File: config.mk
export PLATFORM = sky130hd
export DESIGN_NAME = rpsu_front_flat
export DESIGN_NICKNAME = d
export VERILOG_FILES = /design/src/rtl/rpsu_pkg.sv /design/src/rtl/rpsu_grad_if.sv /design/src/rtl/rpsu_front.sv /design/src/flat_wrapper.sv
export SDC_FILE = /design/constraint.sdc
export NUM_CORES = 1
export LEC_CHECK = 0
export BUFFER_PORTS_ARGS = -buffer_cell sky130_fd_sc_hd__buf_4
export CAP_MARGIN = 20
export CORE_AREA = 2 2 39 41
export DETAILED_ROUTE_END_ITERATION = 16
export DIE_AREA = 0 0 41 43
export GPL_TIMING_DRIVEN = 0
export PLACE_DENSITY = 0.72
export SLEW_MARGIN = 30
export SYNTH_ARGS = -nofsm -noshare
export SYNTH_HDL_FRONTEND = slang
export SYNTH_SLANG_ARGS = --single-unit
export TNS_END_PERCENT = 10
File: constraint.sdc
create_clock -name vclk -period 2
set_input_delay 0.2 -clock vclk [all_inputs]
set_output_delay 0.2 -clock vclk [all_outputs]
set_load 0.05 [all_outputs]
File: src/rtl/rpsu_pkg.sv
package rpsu_pkg;

  localparam int NUM_PARAMS_DEF = 1024;
  localparam int IDX_W          = 10;
  localparam int QUEUE_DEPTH    = 4;
  localparam int CFG_IDX_W      = 3;
  localparam int CFG_DATA_W     = 32;

  localparam logic [1:0] SGN_ZERO = 2'd0;
  localparam logic [1:0] SGN_POS  = 2'd1;
  localparam logic [1:0] SGN_NEG  = 2'd3;

  localparam logic [13:0] ETA_MINUS_RST      = 14'd8192;
  localparam logic [15:0] ETA_PLUS_RST       = 16'd19661;
  localparam logic [30:0] MIN_STEP_RST       = 31'd1;
  localparam logic [30:0] MAX_STEP_RST       = 31'd3276800;
  localparam logic [30:0] INIT_STEP_RST      = 31'd6554;
  localparam logic [1:0]  UPDATE_METHOD_RST  = 2'd3;
  localparam logic [30:0] STEP_THRESHOLD_RST = 31'd0;

  typedef enum logic [CFG_IDX_W-1:0] {
    REG_ETA_MINUS      = 3'd0,
    REG_ETA_PLUS       = 3'd1,
    REG_MIN_STEP       = 3'd2,
    REG_MAX_STEP       = 3'd3,
    REG_INIT_STEP      = 3'd4,
    REG_UPDATE_METHOD  = 3'd5,
    REG_STEP_THRESHOLD = 3'd6
  } cfg_reg_t;

  typedef enum logic [1:0] {
    M_RPROP_PLUS   = 2'd0,
    M_RPROP_MINUS  = 2'd1,
    M_IRPROP_MINUS = 2'd2,
    M_IRPROP_PLUS  = 2'd3
  } method_t;

  typedef struct packed {
    logic [13:0] eta_minus;
    logic [15:0] eta_plus;
    logic [30:0] min_step_size;
    logic [30:0] max_step_size;
    logic [30:0] initial_step_size;
    logic [1:0]  update_method;
    logic [30:0] step_threshold;
  } cfg_t;

  typedef struct packed {
    logic             cmd;
    logic             in_range;
    logic [IDX_W-1:0] idx;
    logic [1:0]       sign;
    logic             err_up;
    logic             last;
  } item_t;

  typedef struct packed {
    logic [30:0] size;
    logic [31:0] step;
    logic [1:0]  sign;
  } entry_t;

  function automatic logic [31:0] neg_sat(input logic [31:0] v);
    return (v == 32'h8000_0000) ? 32'h7FFF_FFFF : (32'h0 - v);
  endfunction

endpackage

File: src/rtl/rpsu_grad_if.sv
interface rpsu_grad_if;
  logic                            valid;
  logic                            ready;
  logic                            cmd;
  logic [rpsu_pkg::IDX_W-1:0]      param_index;
  logic signed [31:0]              gradient;
  logic                            error_increased;
  logic                            last_in_sweep;

  modport source(output valid, cmd, param_index, gradient, error_increased, last_in_sweep,
                 input ready);
  modport sink(input valid, cmd, param_index, gradient, error_increased, last_in_sweep,
               output ready);
endinterface

File: src/rtl/rpsu_front.sv
module rpsu_front #(
  parameter int NUM_PARAMS = rpsu_pkg::NUM_PARAMS_DEF
) (
  rpsu_grad_if.sink        grad,
  input  logic             push_ready,
  output logic             push_valid,
  output rpsu_pkg::item_t  push_item
);

  logic [1:0] sign;

  always_comb begin
    if (grad.gradient == '0) begin
      sign = rpsu_pkg::SGN_ZERO;
    end else if (grad.gradient[31]) begin
      sign = rpsu_pkg::SGN_NEG;
    end else begin
      sign = rpsu_pkg::SGN_POS;
    end
  end

  always_comb begin
    push_item.cmd      = grad.cmd;
    push_item.in_range = (32'(grad.param_index) < NUM_PARAMS);
    push_item.idx      = grad.param_index;
    push_item.sign     = sign;
    push_item.err_up   = grad.error_increased;
    push_item.last     = grad.last_in_sweep;
  end

  assign push_valid = grad.valid;
  assign grad.ready = push_ready;

endmodule

File: src/flat_wrapper.sv
// flat-port wrapper written by rule: the top's interface ports become plain ports
module rpsu_front_flat 
#(
  parameter int NUM_PARAMS = rpsu_pkg::NUM_PARAMS_DEF
)
  (push_ready, push_valid, push_item, grad_valid, grad_cmd, grad_param_index, grad_gradient, grad_error_increased, grad_last_in_sweep, grad_ready);
  rpsu_grad_if grad_i ();
  input  logic push_ready;
  output logic push_valid;
  output rpsu_pkg::item_t push_item;
  input wire logic [$bits(grad_i.valid)-1:0] grad_valid;
  input wire logic [$bits(grad_i.cmd)-1:0] grad_cmd;
  input wire logic [$bits(grad_i.param_index)-1:0] grad_param_index;
  input wire logic [$bits(grad_i.gradient)-1:0] grad_gradient;
  input wire logic [$bits(grad_i.error_increased)-1:0] grad_error_increased;
  input wire logic [$bits(grad_i.last_in_sweep)-1:0] grad_last_in_sweep;
  output wire logic [$bits(grad_i.ready)-1:0] grad_ready;
  assign grad_i.valid = grad_valid;
  assign grad_i.cmd = grad_cmd;
  assign grad_i.param_index = grad_param_index;
  assign grad_i.gradient = grad_gradient;
  assign grad_i.error_increased = grad_error_increased;
  assign grad_i.last_in_sweep = grad_last_in_sweep;
  assign grad_ready = grad_i.ready;
  rpsu_front #(.NUM_PARAMS(NUM_PARAMS)) u_core (.grad(grad_i), .push_ready(push_ready), .push_valid(push_valid), .push_item(push_item));
endmodule
== Yosys cells after proc, flatten, opt, wreduce, memory -nomap -nowiden ==
Index checks and enable logic that the tools add are counted.

* Bits in read-only memories: 0
* Memory bits (writable): 0
* Memories kept: 0
* Input bits: 47
* Bits in latches: 0
* Output and inout bits: 18
* Register bits: 0
* Logic and storage cells: 3

* Bitwise gates (word level): 0
* Multipliers: 0
* Muxes and demuxes: 2
* Reductions and logical operators: 1
* Equality and inequality tests: 0
* Magnitude comparators: 0
* Shifts and indexed selects: 0
* Div/mod/pow operators: 0
* Add/sub/neg operators: 0

{| class="wikitable"
|+ Operator list
! operator !! count
|-
| logical NOT 32 bit || 1
|-
| 2-to-1 mux 2 bit || 2
|}

== Logic depth before layout (Yosys ltp) ==
* Depth after elaboration: 2
* Gate-level depth with buffers: 3
* Gate-level depth less buffers: 3

== Worst setup path after synthesis ==
No wires, ideal clock.

* Path type: in2out
* Start: input grad_gradient[28]
* End: output push_item[2] in the netlist's numbering
* Stages on the path: 3
* Path slack: 837 ps
* Data required time: 1800 ps
* Arrival: 963 ps
* Path buffers: 0
* Path through: nor4_1 > nand4_1 > or2_1

{| class="wikitable"
|+ RTL lines
! what !! RTL line !! RTL
|-
| start: declaration || flat_wrapper.sv:14 || <nowiki>input wire logic [$bits(grad_i.gradient)-1:0] grad_gradient;</nowiki>
|-
| end: declaration || flat_wrapper.sv:10 || <nowiki>output rpsu_pkg::item_t push_item;</nowiki>
|}

==> PnR_summary.wiki <==
{| class="wikitable"
! Metric !! Value
|-
| Average vias per placed instance || around 4.2
|-
| Endpoint type of the worst setup path || output pin
|-
| Arrival time of data at the critical path endpoint || 1.18 ns
|-
| Total wirelength of the detailed-routed design || about 860 um
|-
| Internal power summed over all cells || about 83 uW
|-
| Sequential cell fraction of total power || 0
|-
| Path class of the lowest-slack min-delay path || input pin to output pin
|-
| Detailed-route DRC error count || 0
|-
| Number of nets produced by synthesis || 76
|-
| Count of sequential standard cells || 0
|-
| Startpoint type of the worst setup path || input pin
|-
| Core footprint || roughly 0.0014 mm2
|-
| Routability Congestion || 0.668
|-
| Total gr overflow || 0
|-
| Total die area || 0.00176 mm2
|-
| Cells resized by post-CTS repair || 0
|-
| Pwr/cell area || roughly 280 mW/mm2
|-
| Number of rows in the core area || 14
|-
| Post-Layout Inst Area || about 600 um2
|-
| Combinational Power Share || 1.000
|-
| Final sum of negative setup slack || 0 ns
|-
| Max-Cap Viols || 0
|-
| All-Layer GR Usage || 0.0779
|-
| Synthesized area per cell || between 7 and 8 um2
|-
| Area used by sequential logic in the layout || 0 um2
|-
| Starting Density || 0.152
|-
| Final clock period utilization by the worst path || 0.688
|-
| Reported leakage power || 0.323 nW
|-
| Warnings, synthesis || 0
|-
| Via count of the first global-routing pass || roughly 330
|-
| Filler cell count || approximately 140
|-
| Final critical path time including I/O delays and setup || 1.38 ns
|-
| Required time at the endpoint of the critical path || about 1.8 ns
|-
| Die extent in y || between 40 and 50 um
|-
| Via count of the routed design || approximately 400
|-
| Switching share of total power || 0.509
|-
| Seq/Total Area, Yosys || 0
|-
| Number of iterations in the first detailed-routing pass || 2
|-
| Global-route wire length before repair || between 1 and 1.5 mm
|-
| Final Worst Setup Slack || between 0.6 and 0.7 ns
|-
| Net switching component of the power || 85.6 uW
|-
| Pins over their slew limit || 0
|-
| I/O pin cnt || 65
|-
| Largest net degree at the start of global routing || 3
|-
| Area growth from synthesis to layout || 185%
|-
| Timing-limited maximum frequency || roughly 730 MHz
|-
| Area of the mapped netlist || 210 um2
|-
| Buffers inserted by post-CTS timing repair || 0
|-
| Number of antenna violations at the first check in global routing || 0
|-
| Horizontal extent of the die || between 40 and 50 um
|-
| Category of the most critical setup path || input pin to output pin
|-
| Placed standard-cell area || 598 um2
|-
| Unrepaired setup endpoints after global routing || no
|-
| Share of total power in the clock network || 0
|-
| Number of nets in the finished design || approximately 130
|-
| Maximum fanout along the worst path || 1
|-
| Fraction of layout instances using a drive strength above 1 || 0.872
|-
| Hold Violations, Final || 0
|-
| Port Buffer Count || ~50
|-
| Number of hold buffers added after CTS || 0
|-
| WL per Instance || slightly above 9 um
|-
| Total inserted antenna cells || 0
|-
| Final core utilization || 0.432
|-
| Post-DRT Antenna Nets || 0
|-
| Number of DRC violations after detailed-routing iteration 0 || 1
|-
| Number of clock-tree buffers in the layout || 0
|-
| Run status || completed
|-
| Gate count of the mapped netlist || 29
|-
| Count of distinct cell types in the synthesized netlist || 7
|-
| Final number of setup-violating endpoints || 0
|-
| Peak supply drop || 130 uV
|-
| Dpl ws || 0.602 ns
|}
-- critical path, cell delays in order --
cell and delay (ns):
sky130_fd_sc_hd__buf_4 0.11, sky130_fd_sc_hd__nor4_1 0.32, sky130_fd_sc_hd__nand4_1 0.13, sky130_fd_sc_hd__or2_1 0.23, sky130_fd_sc_hd__buf_4 0.19
-- synthesized netlist by cell type, drive strengths merged --
cell | n | area, um2
buf | 17 | 125
nor4 | 8 | 62.6
nand4 | 2 | 12.5
conb | 1 | 3.75
or2 | 1 | 6.26
-- metal layers --
| layer | global-route usage | part of all wire | vias to the layer above |
|---|---|---|---|
| met3 | 0.0105 | 0.29 | 0 |
| li1 | - | - | 186 |
| met1 | 0.0633 | 0.23 | 165 |
| met4 | 0 | 0 | 0 |
| met2 | 0.175 | 0.48 | 48 |
| met5 | 0 | 0 | - |
-- power by group through the flow --
stage	Combinational, mW	Clock (mW)	Sequential (mW)
finish	0.168	0	0
floorplan	0.0947	0	0
detailed placement	0.169	0	0
global placement	0.168	0	0
CTS	0.169	0	0
global route	0.176	0	0
-- cells by family after synthesis --
kind of cell / Yosys count / share of synthesized area
buf+inv: 17 / 0.595
other cells: 1 / 0.0178
simple gates: 11 / 0.387
-- path summary, 6_finish.rpt --
path | slack, ns | end | cells after the start | start
setup / recovery | 0.62 | push_item[2] | 5 | grad_gradient[29]
hold / removal | 0.65 | push_item[8] | 2 | grad_param_index[4]
-- cells in the final DEF (no fill, tap or decap), drive strengths merged --
cell	n
nand4	2
or2	1
buf	66
conb	1
nor4	8
-- metrics by stage --
step / hold slack, ns / cells / power, mW
finish: 0.654 / 94 / 0.168
global route: 0.656 / 94 / 0.176
CTS: 0.655 / 94 / 0.169
detailed placement: 0.655 / 94 / 0.169
global placement: 0.654 / 94 / 0.168
floorplan: 0.567 / 29 / 0.0947
-- layout make-up --
class                           instances  area [um2]  area share
Tap cell                               16        20.0      0.0335
Timing Repair Buffer                   49         368       0.615
Buffer                                 17         125       0.209
Multi-Input combinational cell         12        85.1       0.142
(Power assumes the default switching activity.)
