[src/rtl/rpsu_pkg.sv]
package rpsu_pkg;

  localparam int NUM_PARAMS_DEF = 1024;
  localparam int IDX_W          = 10;
  localparam int QUEUE_DEPTH    = 4;
  localparam int CFG_IDX_W      = 3;
  localparam int CFG_DATA_W     = 32;

  localparam logic [1:0] SGN_ZERO = 2'd0;
  localparam logic [1:0] SGN_POS  = 2'd1;
  localparam logic [1:0] SGN_NEG  = 2'd3;

  localparam logic [13:0] ETA_MINUS_RST      = 14'd8192;
  localparam logic [15:0] ETA_PLUS_RST       = 16'd19661;
  localparam logic [30:0] MIN_STEP_RST       = 31'd1;
  localparam logic [30:0] MAX_STEP_RST       = 31'd3276800;
  localparam logic [30:0] INIT_STEP_RST      = 31'd6554;
  localparam logic [1:0]  UPDATE_METHOD_RST  = 2'd3;
  localparam logic [30:0] STEP_THRESHOLD_RST = 31'd0;

  typedef enum logic [CFG_IDX_W-1:0] {
    REG_ETA_MINUS      = 3'd0,
    REG_ETA_PLUS       = 3'd1,
    REG_MIN_STEP       = 3'd2,
    REG_MAX_STEP       = 3'd3,
    REG_INIT_STEP      = 3'd4,
    REG_UPDATE_METHOD  = 3'd5,
    REG_STEP_THRESHOLD = 3'd6
  } cfg_reg_t;

  typedef enum logic [1:0] {
    M_RPROP_PLUS   = 2'd0,
    M_RPROP_MINUS  = 2'd1,
    M_IRPROP_MINUS = 2'd2,
    M_IRPROP_PLUS  = 2'd3
  } method_t;

  typedef struct packed {
    logic [13:0] eta_minus;
    logic [15:0] eta_plus;
    logic [30:0] min_step_size;
    logic [30:0] max_step_size;
    logic [30:0] initial_step_size;
    logic [1:0]  update_method;
    logic [30:0] step_threshold;
  } cfg_t;

  typedef struct packed {
    logic             cmd;
    logic             in_range;
    logic [IDX_W-1:0] idx;
    logic [1:0]       sign;
    logic             err_up;
    logic             last;
  } item_t;

  typedef struct packed {
    logic [30:0] size;
    logic [31:0] step;
    logic [1:0]  sign;
  } entry_t;

  function automatic logic [31:0] neg_sat(input logic [31:0] v);
    return (v == 32'h8000_0000) ? 32'h7FFF_FFFF : (32'h0 - v);
  endfunction

endpackage

[src/rtl/rpsu_queue.sv]
module rpsu_queue (
  input  logic             clk,
  input  logic             rst,
  input  logic             push_valid,
  input  rpsu_pkg::item_t  push_item,
  output logic             push_ready,
  output logic             pop_valid,
  output rpsu_pkg::item_t  pop_item,
  input  logic             pop_ready
);

  localparam int DEPTH = rpsu_pkg::QUEUE_DEPTH;
  localparam int PW    = $clog2(DEPTH);

  rpsu_pkg::item_t slots [DEPTH];
  logic [PW-1:0]   wptr;
  logic [PW-1:0]   rptr;
  logic [PW:0]     count;
  logic            do_push;
  logic            do_pop;

  assign push_ready = (count != (PW+1)'(DEPTH));
  assign pop_valid  = (count != '0);
  assign pop_item   = slots[rptr];
  assign do_push    = push_valid && push_ready;
  assign do_pop     = pop_valid && pop_ready;

  always_ff @(posedge clk) begin
    if (rst) begin
      wptr  <= '0;
      rptr  <= '0;
      count <= '0;
    end else begin
      if (do_push) begin
        wptr <= wptr + 1'b1;
      end
      if (do_pop) begin
        rptr <= rptr + 1'b1;
      end
      if (do_push && !do_pop) begin
        count <= count + 1'b1;
      end else if (do_pop && !do_push) begin
        count <= count - 1'b1;
      end
    end
  end

  always_ff @(posedge clk) begin
    if (do_push) begin
      slots[wptr] <= push_item;
    end
  end

endmodule

[config.mk]
export PLATFORM = sky130hd
export DESIGN_NAME = rpsu_queue
export DESIGN_NICKNAME = d
export VERILOG_FILES = /design/src/rtl/rpsu_pkg.sv /design/src/rtl/rpsu_queue.sv
export SDC_FILE = /design/constraint.sdc
export NUM_CORES = 1
export LEC_CHECK = 0
export BUFFER_PORTS_ARGS = -buffer_cell sky130_fd_sc_hd__buf_2
export CORE_MARGIN = 2
export CORE_UTILIZATION = 30
export DETAILED_ROUTE_END_ITERATION = 7
export PLACE_DENSITY = 0.55
export SLEW_MARGIN = 20
export SYNTH_ARGS = -nofsm -noshare
export SYNTH_HDL_FRONTEND = slang
export SYNTH_SLANG_ARGS = --single-unit
[constraint.sdc]
create_clock -name clk -period 3.45 [get_ports clk]
set_input_delay 0.1725 -clock clk [delete_from_list [all_inputs] [get_ports clk]]
set_output_delay 0.1725 -clock clk [all_outputs]
set_load 0.02 [all_outputs]
Word-level counts from Yosys, hierarchy flattened. Memory sizes are Yosys's and may differ from the RTL's. A register that Yosys moved wholly into a read port is not among the register bits. Index checks and enable logic that the tools add are counted.

Bits in registers: 7. Memory bits (writable): 64. Bits of input ports: 20. Output and inout port bits: 18. Logic and storage cells: 23. Memories: 1.

Add/sub/neg operators: 4. Eq/ne operators: 1. Mux-type cells: 6. Reductions and logical operators: 8.

Memory list: slots (words 4, width 16, read ports 1, clocked after Yosys merged registers in 1, write ports 1, line rpsu_queue.sv:15) `rpsu_pkg::item_t slots [DEPTH];`.

Operator list (count): $mux 3 (2); $add 2x1->2 const B (2); $logic_and 1x1->1 (4); $mux 2 (2); $add 3x1->3 const B (1); $ne 3x3->1 const B (1); $reduce_bool 3->1 (1); $sub 3x1->3 const B (1); $logic_not 1->1 (2); $mux 1 (2); $reduce_bool 2->1 (1).

Logic depth before layout (Yosys ltp).
Depth after elaboration: 6. Gate-level depth with buffers: 8. Mapped depth without buffers: 8.

Worst setup path after synthesis. OpenSTA, ideal clock, no wires.

Kind: reg2reg. Start point: reg count[0]. End point: reg count[2]. Library setup time: 0.070 ns. Arrival time: 1.931 ns. Data required time: 3.380 ns. Slack: 1.448 ns. Stages on the path, launching flop included: 9. Path buffers: 0. Period minus slack after synthesis: 2.002 ns. Cells stage by stage: dfxtp_1 nor2_1 a21boi_4 ha_1 inv_1 fa_1 xor2_1 or3_1 a21oi_1.

Word-level cells in the longest chain between the ends: 5. Elaborated cells between the ends (all ways): 13. Those cells by class: 2 x add/sub; 1 x eq/ne; 2 x mux; 8 x reduce/logical.

RTL lines: start: declaration (line rpsu_queue.sv:18) `logic [PW:0] count;`; start signal: assignment (line rpsu_queue.sv:41) `count <= count + 1'b1;`; start signal: assignment (line rpsu_queue.sv:43) `count <= count - 1'b1;`; $ne 3x3->1 * (line rpsu_queue.sv:22) `assign push_ready = (count != (PW+1)'(DEPTH));`; $logic_and 1x1->1 * (line rpsu_queue.sv:25) `assign do_push = push_valid && push_ready;`; net do_push (line rpsu_queue.sv:19) `logic do_push;`; $logic_not 1->1 (line rpsu_queue.sv:42) `end else if (do_pop && !do_push) begin`; $logic_and 1x1->1 (line rpsu_queue.sv:42); $reduce_bool 2->1 (no source line).

Mark *: on every way through the listed nets, which the timed path passes. The rest lies on a longest branch. The select of a mux whose other input is x is not followed. A chain may end at the register's enable or synchronous reset.

==> results.py <==
metrics = {
    "run_status": {
        "status": "completed",
    },
    "critical_path": {
        "r2r_slack_ns": 1.27,
        "r2r_cells": 8,
        "crit_path_end": "pop_item[11]",
        "critPathKind": "flop to primary output",
        "crit_chain": "buf_4 > mux4_1 > buf_2",
        "cpPeakStageDelay_ns": 0.76,
        "reg2reg_to": "count[2]",
        "endpoint_kind": "primary output",
        "slowest_stage": "dfxtp_1",
        "critical_path_arrival_ns": 2.19,
        "cp.required_ns": 3.28,
        "cp_max_fo": 10,
        "worstReg2RegStart": "count[0]",
        "critPathLaunchType": "flop",
    },
    "route": {
        "wirelength_mm": 4.81,
        "remaining_drc_errors": 0,
        "num_vias": 1350,
        "drtAntennaViolNets": 0,
        "wl_per_cell_um": 16.5,
        "drtPass1Iterations": 4,
        "drt_iter0_markers": 56,
        "viasPerCell": 4.62,
    },
    "power": {
        "power.static_leakage_uw": 0.00116,
        "share_comb_of_total_power": 0.245,
        "vdd_drop_max_uv": 285,
        "seq_power_share": 0.466,
        "p_int_uw": 1770,
        "swShare": 0.295,
        "powerDensity_mw_per_mm2": 754,
        "p_switching_uw": 742,
        "p_clk_frac": 0.288,
    },
    "synth": {
        "synth_top_area_share": 0.681,
        "synthDistinctLibCells": 24,
        "ys_seq_area_frac": 0.744,
        "synth_area_leaders": "edfxtp_1 68%, mux4_2 8.0%, dfxtp_1 6.4%",
        "synth_cells": 132,
        "yosysTopAreaCell": "edfxtp_1",
        "syn_nets": 158,
        "ys_ff_latch": 73,
        "synth_edf_count": 64,
        "synthArstFlopShare": 0,
        "postSynthAreaPerCell_um2": 21.4,
        "synth_warnings": 0,
        "syn_area_mm2": 0.00282,
        "synthFlopType": "edfxtp_1",
    },
    "place": {
        "place_congestion": 0.700,
        "placed_cell_area_mm2": 0.00311,
        "port_buffers": 37,
        "dp_slack_ns": 1.28,
    },
    "clocking": {
        "clock-sinks": 73,
        "cts_tree": "built",
        "clk_latency_ns": 0.34,
        "cts_buffers": 9,
        "cts_resized": 0,
        "cts-htree-levels": 3,
        "clockBufferDepth": 2,
        "post_cts_buffers": 0,
        "root_buffer": "clkbuf_8",
        "clk_pin_slew_ns": 0.08,
        "cts_hold_buf": 0,
    },
    "global_routing": {
        "grt_start_max_net_pins": 17,
        "antenna_found_initial": 1,
        "grt_overflow": 0,
        "grt_pass1_wl_mm": 7.37,
        "grt_pass1_vias": 1374,
        "grt_usage": 0.103,
    },
    "layout": {
        "nets": 202,
        "area_growth_pct": 17.9,
        "postLayoutCellArea_mm2": 0.00333,
        "fin_util": 0.362,
        "antenna_cells": 0,
        "layout_common_cells": "64 x edfxtp_1, 37 x buf_2, 10 x mux4_2, 9 x dfxtp_1, 9 x clkbuf_8",
        "layout-drive-gt1-share": 0.359,
        "nFillCells": 873,
        "mostFrequentLayoutCell": "edfxtp_1",
    },
    "min_path": {
        "hold_class": "input port to flop",
    },
    "timing": {
        "whs_ns": 0.0450,
        "slew_violations": 0,
        "tightestPinTransition_ns": 0.863,
        "fin_crit_sh": 0.685,
        "setup_viol": 0,
        "slew_headroom": 0.424,
        "rsz0062_at_grt": "false",
        "clock.fmax_ghz": 0.423,
        "setup-tns-final_ns": 0,
        "finalClockSkew_ns": 0.00495,
        "worst_slack_ns": 1.09,
        "period_needed_ns": 2.36,
        "hold_violations": 0,
    },
    "floorplan": {
        "fp.dieW_um": 101,
        "dieArea_mm2": 0.0102,
        "rows": 35,
        "boundaryPins": 38,
        "core_area_mm2": 0.00920,
        "die_y_um": 101,
        "initial_utilization": 0.307,
    },
    "job": {
        "drv_cap": 0,
    },
}
-- worst min path at each step --
stage                        startpoint  slack (ns)  cells after the start            to
final                     push_item[11]        0.04                      1  slots[3][11]
after global routing      push_item[14]        0.03                      1  slots[1][14]
after CTS                  push_item[7]        0.03                      1   slots[0][7]
after detailed placement   push_item[9]        0.39                      1   slots[1][9]
after global placement    push_item[12]        0.39                      1  slots[0][12]
after floorplan            push_item[0]        0.27                      0   slots[0][0]
-- metal layers --
| layer | up-vias | global-route usage | part of all wire |
|---|---|---|---|
| met5 | - | 0 | 0.0023 |
| met4 | 2 | 0.0281 | 0.014 |
| met3 | 8 | 0.0603 | 0.085 |
| met2 | 45 | 0.159 | 0.48 |
| met1 | 677 | 0.121 | 0.42 |
| li1 | 618 | - | - |
-- power groups by stage --
stage / Clock [µW] / Sequential (µW) / Combinational (µW)
2_1_floorplan: 0 / 1140 / 510
3_3_place_gp: 0 / 1190 / 622
3_5_place_dp: 0 / 1200 / 629
4_1_cts: 739 / 1180 / 632
5_1_grt: 779 / 1190 / 668
6_report: 724 / 1170 / 616
-- kinds of logic (layout without fill, tap and decap cells) --
logic type / after synthesis / count (layout) / synth area share
fa+ha+maj: 6 / 6 / 0.0292
simple gates: 17 / 17 / 0.0297
compound gates: 5 / 5 / 0.0177
xor+xnor: 4 / 4 / 0.0124
mux: 19 / 19 / 0.147
buf+inv: 8 / 57 / 0.0199
flops: 73 / 73 / 0.744
-- stage by stage --
stage	cells	power, µW
after floorplan	132	1650
after global placement	276	1810
after detailed placement	276	1830
after CTS	292	2550
after global routing	292	2640
final	292	2510
-- flip-flops by register name, indices dropped and copies added, names as in the netlist, named ones only --
| register | flops |
|---|---|
| count | 3 |
| slots | 64 |
| rptr | 2 |
| wptr | 2 |
-- cell type report --
type                            instances  area (µm²)  area share
Inverter                                3        11.3     0.00338
Clock inverter                          6        90.1      0.0271
Multi-Input combinational cell         51         666       0.200
Clock buffer                           10         128      0.0383
Sequential cell                        73        2100       0.632
Tap cell                              111         139      0.0417
Timing Repair Buffer                   38         193      0.0579
-- synth_stat cells, drive strengths merged (2+ instances only) --
cell type	count
and2	4
edfxtp	64
or3	2
ha	5
mux4	16
inv	3
dfxtp	9
mux2i	2
buf	4
nor2	8
nand2b	2
xor2	4
-- critical path, delay by kind of cell (launching register included) --
kind / cells / cell delay [ns]
multiplexers: 1 / 0.59
flip-flops: 1 / 0.76
buffers and inverters: 2 / 0.50
Note: power is estimated with default switching activity, not from simulation.
